<file path="config.mk">
export PLATFORM = sky130hd
export DESIGN_NAME = sha256_stream_hasher_top
export DESIGN_NICKNAME = d
export VERILOG_FILES = /design/src/rtl/sha_pkg.sv /design/src/rtl/sha_datapath.sv /design/src/rtl/sha_ctrl.sv /design/src/rtl/sha256_stream_hasher_top.sv
export SDC_FILE = /design/constraint.sdc
export NUM_CORES = 2
export LEC_CHECK = 0
export BUFFER_PORTS_ARGS = -buffer_cell sky130_fd_sc_hd__buf_2
export CORE_AREA = 2 2 515 517
export CTS_BUF_LIST = sky130_fd_sc_hd__clkbuf_8
export DETAILED_ROUTE_END_ITERATION = 6
export DIE_AREA = 0 0 517 519
export PLACE_DENSITY = 0.5
export SKIP_LAST_GASP = 1
export SYNTH_ARGS = -nofsm -noshare
export SYNTH_HDL_FRONTEND = slang
export SYNTH_SLANG_ARGS = --single-unit
</file>
<file path="constraint.sdc">
create_clock -name clk -period 12.4 [get_ports clk]
set_clock_uncertainty 0.1 [all_clocks]
set_input_delay 1.24 -clock clk [delete_from_list [all_inputs] [get_ports clk]]
set_output_delay 1.24 -clock clk [all_outputs]
set_load 0.02 [all_outputs]
</file>
<file path="src/rtl/sha_pkg.sv">
`default_nettype none
package sha_pkg;
	typedef struct packed {
		logic load_byte;
		logic load_pad;
		logic load_len;
		logic clear_block;
		logic start_init;
		logic round_en;
		logic finish;
		logic reset_hash;
		logic [5:0] round_idx;
	} sha_cmd_t;

	localparam logic [7:0] PAD_BYTE = 8'h80;

	localparam logic [31:0] ROUND_K [64] = '{
		32'h428a2f98, 32'h71374491, 32'hb5c0fbcf, 32'he9b5dba5, 32'h3956c25b, 32'h59f111f1,
		32'h923f82a4, 32'hab1c5ed5, 32'hd807aa98, 32'h12835b01, 32'h243185be, 32'h550c7dc3,
		32'h72be5d74, 32'h80deb1fe, 32'h9bdc06a7, 32'hc19bf174, 32'he49b69c1, 32'hefbe4786,
		32'h0fc19dc6, 32'h240ca1cc, 32'h2de92c6f, 32'h4a7484aa, 32'h5cb0a9dc, 32'h76f988da,
		32'h983e5152, 32'ha831c66d, 32'hb00327c8, 32'hbf597fc7, 32'hc6e00bf3, 32'hd5a79147,
		32'h06ca6351, 32'h14292967, 32'h27b70a85, 32'h2e1b2138, 32'h4d2c6dfc, 32'h53380d13,
		32'h650a7354, 32'h766a0abb, 32'h81c2c92e, 32'h92722c85, 32'ha2bfe8a1, 32'ha81a664b,
		32'hc24b8b70, 32'hc76c51a3, 32'hd192e819, 32'hd6990624, 32'hf40e3585, 32'h106aa070,
		32'h19a4c116, 32'h1e376c08, 32'h2748774c, 32'h34b0bcb5, 32'h391c0cb3, 32'h4ed8aa4a,
		32'h5b9cca4f, 32'h682e6ff3, 32'h748f82ee, 32'h78a5636f, 32'h84c87814, 32'h8cc70208,
		32'h90befffa, 32'ha4506ceb, 32'hbef9a3f7, 32'hc67178f2};

	localparam logic [31:0] INIT_HASH [8] = '{
		32'h6a09e667, 32'hbb67ae85, 32'h3c6ef372, 32'ha54ff53a,
		32'h510e527f, 32'h9b05688c, 32'h1f83d9ab, 32'h5be0cd19};

	function automatic logic [31:0] rotr(input logic [31:0] x, input int n);
		return (x >> n) | (x << (32 - n));
	endfunction
endpackage
`default_nettype wire

</file>
<file path="src/rtl/sha_datapath.sv">
`default_nettype none
module sha_datapath (
	input  wire logic             clk,
	input  wire logic             arst_n,
	input  wire sha_pkg::sha_cmd_t cmd,
	input  wire logic [7:0]       msg_byte,
	output logic [5:0]            pos,
	output logic [31:0]           hash_out [8]
);
	import sha_pkg::*;

	logic [31:0] w_q [16];
	logic [31:0] v_q [8];
	logic [31:0] h_q [8];
	logic [60:0] count_q;
	logic [63:0] bits;
	logic [31:0] s0, s1, t1, t2, wnext, wt, bs0, bs1, ch, maj;
	logic [31:0] fill_w [16];
	logic [3:0] widx;
	logic [4:0] sh;

	assign pos = count_q[5:0];
	assign widx = count_q[5:2];
	assign sh = {2'd3 - count_q[1:0], 3'd0};
	assign bits = {count_q, 3'd0};
	assign hash_out = h_q;

	assign s0 = rotr(w_q[1], 7) ^ rotr(w_q[1], 18) ^ (w_q[1] >> 3);
	assign s1 = rotr(w_q[14], 17) ^ rotr(w_q[14], 19) ^ (w_q[14] >> 10);
	assign wnext = s1 + w_q[9] + s0 + w_q[0];
	assign wt = w_q[0];
	assign bs1 = rotr(v_q[4], 6) ^ rotr(v_q[4], 11) ^ rotr(v_q[4], 25);
	assign bs0 = rotr(v_q[0], 2) ^ rotr(v_q[0], 13) ^ rotr(v_q[0], 22);
	assign ch = (v_q[4] & v_q[5]) ^ (~v_q[4] & v_q[6]);
	assign maj = (v_q[0] & v_q[1]) ^ (v_q[0] & v_q[2]) ^ (v_q[1] & v_q[2]);
	assign t1 = v_q[7] + bs1 + ch + ROUND_K[cmd.round_idx] + wt;
	assign t2 = bs0 + maj;

	always_comb begin
		for (int i = 0; i < 16; i++) fill_w[i] = '0;
		if (cmd.load_len) begin
			fill_w[14] = bits[63:32];
			fill_w[15] = bits[31:0];
		end
	end

	always_ff @(posedge clk or negedge arst_n) begin
		if (!arst_n) begin
			count_q <= '0;
			for (int i = 0; i < 8; i++) h_q[i] <= INIT_HASH[i];
		end else begin
			if (cmd.load_byte) count_q <= count_q + 61'd1;
			if (cmd.reset_hash) begin
				count_q <= '0;
				for (int i = 0; i < 8; i++) h_q[i] <= INIT_HASH[i];
			end else if (cmd.finish) begin
				for (int i = 0; i < 8; i++) h_q[i] <= h_q[i] + v_q[i];
			end
		end
	end

	always_ff @(posedge clk) begin
		if (cmd.load_byte) begin
			w_q[widx] <= (w_q[widx] & ~(32'hff << sh)) | ({24'd0, msg_byte} << sh);
		end else if (cmd.load_pad) begin
			w_q[widx] <= (w_q[widx] & ~((32'hff << sh) | ((32'hff << sh) - 32'd1)))
				| ({24'd0, PAD_BYTE} << sh);
			for (int i = 0; i < 16; i++) if (i > int'(widx)) w_q[i] <= fill_w[i];
		end else if (cmd.clear_block) begin
			for (int i = 0; i < 16; i++) w_q[i] <= fill_w[i];
		end else if (cmd.round_en) begin
			for (int i = 0; i < 15; i++) w_q[i] <= w_q[i+1];
			w_q[15] <= wnext;
		end
		if (cmd.start_init) for (int i = 0; i < 8; i++) v_q[i] <= h_q[i];
		if (cmd.round_en) begin
			v_q[7] <= v_q[6];
			v_q[6] <= v_q[5];
			v_q[5] <= v_q[4];
			v_q[4] <= v_q[3] + t1;
			v_q[3] <= v_q[2];
			v_q[2] <= v_q[1];
			v_q[1] <= v_q[0];
			v_q[0] <= t1 + t2;
		end
	end
endmodule
`default_nettype wire

</file>
<file path="src/rtl/sha_ctrl.sv">
`default_nettype none
module sha_ctrl (
	input  wire logic              clk,
	input  wire logic              arst_n,
	input  wire logic              in_valid,
	output logic                   in_ready,
	input  wire logic              byte_present,
	input  wire logic              end_of_message,
	input  wire logic [5:0]        pos,
	output sha_pkg::sha_cmd_t      cmd,
	output logic                   out_valid,
	input  wire logic              out_ready,
	output logic [2:0]             word_idx
);
	import sha_pkg::*;

	typedef enum logic [2:0] {
		IDLE, PAD, INIT, ROUND, FIN, EMIT
	} state_t;

	state_t state_q;
	logic [5:0] round_q;
	logic last_q, pend_q, second_q, fin_emit_q;
	logic acc;

	assign in_ready = (state_q == IDLE);
	assign acc = in_valid && in_ready;

	always_comb begin
		cmd = '0;
		cmd.round_idx = round_q;
		case (state_q)
			IDLE: begin
				cmd.load_byte = acc && byte_present;
			end
			PAD: begin
				if (second_q) begin
					cmd.clear_block = 1'b1;
					cmd.load_len = 1'b1;
				end else begin
					cmd.load_pad = 1'b1;
					cmd.load_len = (pos < 6'd56);
				end
			end
			INIT: cmd.start_init = 1'b1;
			ROUND: cmd.round_en = 1'b1;
			FIN: cmd.finish = 1'b1;
			EMIT: cmd.reset_hash = out_ready && (word_idx == 3'd7);
			default: ;
		endcase
	end

	always_ff @(posedge clk or negedge arst_n) begin
		if (!arst_n) begin
			state_q <= IDLE;
			round_q <= '0;
			last_q <= 1'b0;
			pend_q <= 1'b0;
			second_q <= 1'b0;
			fin_emit_q <= 1'b0;
			out_valid <= 1'b0;
			word_idx <= '0;
		end else begin
			case (state_q)
				IDLE: if (acc) begin
					last_q <= end_of_message;
					second_q <= 1'b0;
					fin_emit_q <= 1'b0;
					if (byte_present && pos == 6'd63) begin
						state_q <= INIT;
					end else if (end_of_message) begin
						state_q <= PAD;
					end
				end
				PAD: begin
					pend_q <= !second_q && (pos >= 6'd56);
					fin_emit_q <= second_q || (pos < 6'd56);
					second_q <= 1'b0;
					last_q <= 1'b0;
					state_q <= INIT;
				end
				INIT: begin
					round_q <= '0;
					state_q <= ROUND;
				end
				ROUND: begin
					round_q <= round_q + 6'd1;
					if (round_q == 6'd63) state_q <= FIN;
				end
				FIN: begin
					if (last_q) begin
						state_q <= PAD;
					end else if (pend_q) begin
						pend_q <= 1'b0;
						second_q <= 1'b1;
						state_q <= PAD;
					end else begin
						state_q <= fin_emit_q ? EMIT : IDLE;
						out_valid <= fin_emit_q;
						word_idx <= '0;
					end
				end
				EMIT: if (out_ready) begin
					word_idx <= word_idx + 3'd1;
					if (word_idx == 3'd7) begin
						out_valid <= 1'b0;
						state_q <= IDLE;
					end
				end
				default: state_q <= IDLE;
			endcase
		end
	end
endmodule
`default_nettype wire

</file>
<file path="src/rtl/sha256_stream_hasher_top.sv">
// channel | valid     | ready     | payload
// in      | in_valid  | in_ready  | msg_byte, byte_present, end_of_message
// out     | out_valid | out_ready | digest_word, word_number, last_word
// A byte item is written into the block; the 64th byte of a block adds a
// compression (one round per cycle in the shared round unit).
// End of message adds one or two padding compressions, then eight output
// transactions. Reset loads the initial hash and clears the count.
// Input is held off while compressing or emitting.
`default_nettype none
module sha256_stream_hasher_top (
	input  wire logic        clk,
	input  wire logic        arst_n,
	input  wire logic        in_valid,
	output logic             in_ready,
	input  wire logic [7:0]  msg_byte,
	input  wire logic        byte_present,
	input  wire logic        end_of_message,
	output logic             out_valid,
	input  wire logic        out_ready,
	output logic [31:0]      digest_word,
	output logic [2:0]       word_number,
	output logic             last_word
);
	import sha_pkg::*;

	sha_cmd_t cmd;
	logic [5:0] pos;
	logic [31:0] hash_out [8];

	sha_ctrl u_ctrl (
		.clk(clk), .arst_n(arst_n), .in_valid(in_valid), .in_ready(in_ready),
		.byte_present(byte_present), .end_of_message(end_of_message), .pos(pos),
		.cmd(cmd), .out_valid(out_valid), .out_ready(out_ready), .word_idx(word_number)
	);

	sha_datapath u_dp (
		.clk(clk), .arst_n(arst_n), .cmd(cmd), .msg_byte(msg_byte),
		.pos(pos), .hash_out(hash_out)
	);

	assign digest_word = hash_out[word_number];
	assign last_word = (word_number == 3'd7);
endmodule
`default_nettype wire

</file>
==> impl_metrics.csv <==
group,metric,value,unit
cells_and_area,layout_common_cells,"nand2_1 (1309), o21ai_0 (689), a21oi_1 (635)",
route,vias_per_cell,5.66,
synthesis,syn_area,78600,um^2
grt,antenna_found_initial,11,
floorplanning,die_y,519,um
clocking,clockBufferDepth,4,
clocking,clk_pin_slew,0.06,ns
worst_setup_path,cp-start-kind,"flip-flop",
clocking,cts_max_level,4,
timing,grt_setup_unrepaired,"false",
floorplanning,start_util,0.298,
timing,setup-violations-final,0,
timing,period_share,0.843,
cells_and_area,drive_gt1_frac,0.117,
place,dp_cells,11300,
grt,grt_pass1_vias,64800,
timing,relSlewSlack,0.106,
synthesis,ys_types,116,
cells_and_area,area_delta_synth_final,10.4,%
route,drt_iter0_drc,6815,
cells_and_area,final_common_cell,"nand2_1",
timing,tns,0,ns
flow_run,maxCapViolCount,0,
timing,tightest_slew,1.33,ns
route,routed_wirelength,327000,um
cells_and_area,instances_no_fill,11700,
timing,holdWs,0.138,ns
synthesis,synth.largest_area_cell,"edfxtp_1",
clocking,cts_resized,0,
timing,maxSlewViolCount,0,
worst_setup_path,cpMaxStageDelayCell,"ha_1",
timing,final-hold-violation-count,0,
clocking,cts_sinks,1102,
floorplanning,ios,52,
synthesis,ys_ff_latch,1102,
synthesis,synth_edf_count,608,
synthesis,yosysWarnings,0,
clocking,cts_tree,"done",
power,p_leak,35.6,nW
synthesis,ys_async_sr_fraction,0.303,
synthesis,post_synth.cell_area_avg,9.66,um^2
synthesis,synthFlopType,"edfxtp_1",
clocking,cts_buffers,216,
worst_setup_path,max_stage_delay,0.84,ns
worst_setup_path,end_kind,"flip-flop",
place,io_buffers,51,
place,gp_congestion,0.955,
min_path,hold_path_class,"in -> async",
grt,grt_util_all_layers,0.238,
grt,grt_overflow_total,0,
route,via_count,66500,
cells_and_area,fin_nets,8641,
route,remaining_drc_errors,0,
route,ant_nets,0,
worst_setup_path,path_class,"reg -> reg",
synthesis,synthCells,8138,
place,dpl.hpwl,236000,um
grt,grt_start_max_net_pins,205,
clocking,cts_setup_buffers,0,
floorplanning,core_area,263000,um^2
outcome,status,"complete, no violations",
worst_setup_path,worstPathArrival,11.05,ns
clocking,clk_latency,1.04,ns
route,first_pass_iters,6,
power,finalPower,0.00761,W
synthesis,yosysSeqAreaShare,0.382,
route,wl_per_cell,27.9,um
cells_and_area,fill_cells,27100,
floorplanning,die_w,517,um
synthesis,synth_area_leaders,"edfxtp_1 (23%), ha_1 (6.4%), mux4_2 (6.3%), dfrtp_1 (6.3%), nand2_1 (6.3%)",
timing,finalCriticalPeriod,10.45,ns
grt,grt_pass1_wl,470000,um
power,power.density,87.7,nW/um^2
worst_setup_path,critPathRequiredTime,13.00,ns
clocking,cts_hold_buffers,0,
power,ir_drop,0.0909,mV
timing,fmax,95.7,MHz
synthesis,synth_top_cell_area_share,0.232,
synthesis,syn_nets,8747,
floorplanning,rows,189,
worst_setup_path,crit_fanout,19,
clocking,cts_root_buf,"clkbuf_8",
floorplanning,fp.dieArea,268000,um^2
-- cell usage after synthesis, types with 40 or more instances --
| cell | number |
|---|---|
| a211oi_1 | 40 |
| nand2_1 | 1312 |
| a31oi_1 | 148 |
| ha_1 | 400 |
| nor3_1 | 100 |
| a21o_1 | 237 |
| o21ai_0 | 697 |
| o21a_1 | 54 |
| dfrtp_1 | 198 |
| buf_1 | 43 |
| inv_1 | 299 |
| xor2_1 | 246 |
| mux4_2 | 221 |
| xnor2_1 | 369 |
| a22o_1 | 154 |
| nor2_1 | 379 |
| fa_1 | 195 |
| edfxtp_1 | 608 |
| o211ai_1 | 48 |
| clkbuf_1 | 413 |
| dfxtp_1 | 160 |
| nand3_1 | 153 |
| mux2i_1 | 55 |
| nor2b_1 | 55 |
| dfstp_2 | 136 |
| nand2b_1 | 80 |
| a21oi_1 | 639 |
| o21bai_1 | 50 |
| nand4_1 | 43 |
-- routing by layer --
metal  GRT usage  vias to the layer above  wire length (um)  part of all wire
met3      0.0380                      672             22600             0.069
met5           0                        -                39           0.00012
met2       0.375                     2833            149000              0.46
met1       0.315                    33700            137000              0.42
li1            -                    29300                 -                 -
met4       0.118                        6             18500             0.056
-- worst max-delay path: cells and delay by family, from the launching register on --
kind	cells	cell delay (ns)
buffers and inverters	6	1.01
xor gates and xnor gates	3	0.73
DFF	1	0.32
and+or+nand+nor	2	0.88
AOI/OAI and AO/OA	15	3.63
adders and majority gates	8	3.46
-- stage by stage --
| step | utilization | worst slack [ns] | instance area (um^2) |
|---|---|---|---|
| 3_3_place_gp | 0.313 | 2.05 | 82600 |
| 6_report | 0.329 | 1.95 | 86800 |
| 3_5_place_dp | 0.313 | 2.08 | 82600 |
| 2_1_floorplan | - | 3.86 | 78600 |
| 4_1_cts | 0.329 | 2.01 | 86800 |
| 5_1_grt | 0.329 | 1.31 | 86800 |
-- flip-flops by register name (all words and copies together), names as in the netlist --
name               flops
u_dp.w_q             512
u_dp.hash_out        256
u_dp.v_q             256
u_dp.count_q          61
u_ctrl.round_q         6
u_ctrl.state_q         3
u_ctrl.word_idx        3
u_ctrl.fin_emit_q      1
u_ctrl.last_q          1
u_ctrl.out_valid       1
u_ctrl.pend_q          1
u_ctrl.second_q        1
-- path summary, 6_finish.rpt --
kind	start	to	slack, ns	depth (start not counted)
min in group clk	u_dp.w_q[12][23]	u_dp.w_q[11][23]	0.38	1
max in group asynchronous	arst_n	u_dp.hash_out[41]	9.93	3
setup reg to reg	u_ctrl.round_q[1]	u_dp.v_q[0][31]	1.95	34
setup / recovery	u_ctrl.round_q[1]	u_dp.v_q[0][31]	1.95	34
hold / removal	arst_n	u_dp.hash_out[244]	0.14	1
hold reg to reg	u_dp.w_q[12][23]	u_dp.w_q[11][23]	0.38	1
-- kinds of logic (layout without fill, tap and decap cells) --
logic type                 after synthesis  in the layout  synth area share
AOI/OAI and AO/OA                     2386           2386             0.190
xor gates and xnor gates               617            617            0.0691
adders and majority gates              617            617             0.116
buffers and inverters                  810            882            0.0410
DFF                                   1102           1102             0.382
muxes                                  303            303            0.0752
other                                    0              3                 0
and+or+nand+nor                       2303           2303             0.127
-- layout make-up --
type	count	area [um^2]	area share
clock inverters	140	707	0.00815
repair buffers	184	1330	0.0153
well taps	3533	4420	0.0509
inverters	302	1140	0.0131
diodes	3	7.51	0.0000865
flip-flops and latches	1102	30000	0.346
multi-input cells	6226	45700	0.526
clock buffers	256	3520	0.0406
-- report_power, final --
part,switching [W],internal (W)
Combinational,0.0000393,0.00000458
Sequential,0,0.00383
Clock,0.00177,0.00197
Power figures use the tool's default switching activity.
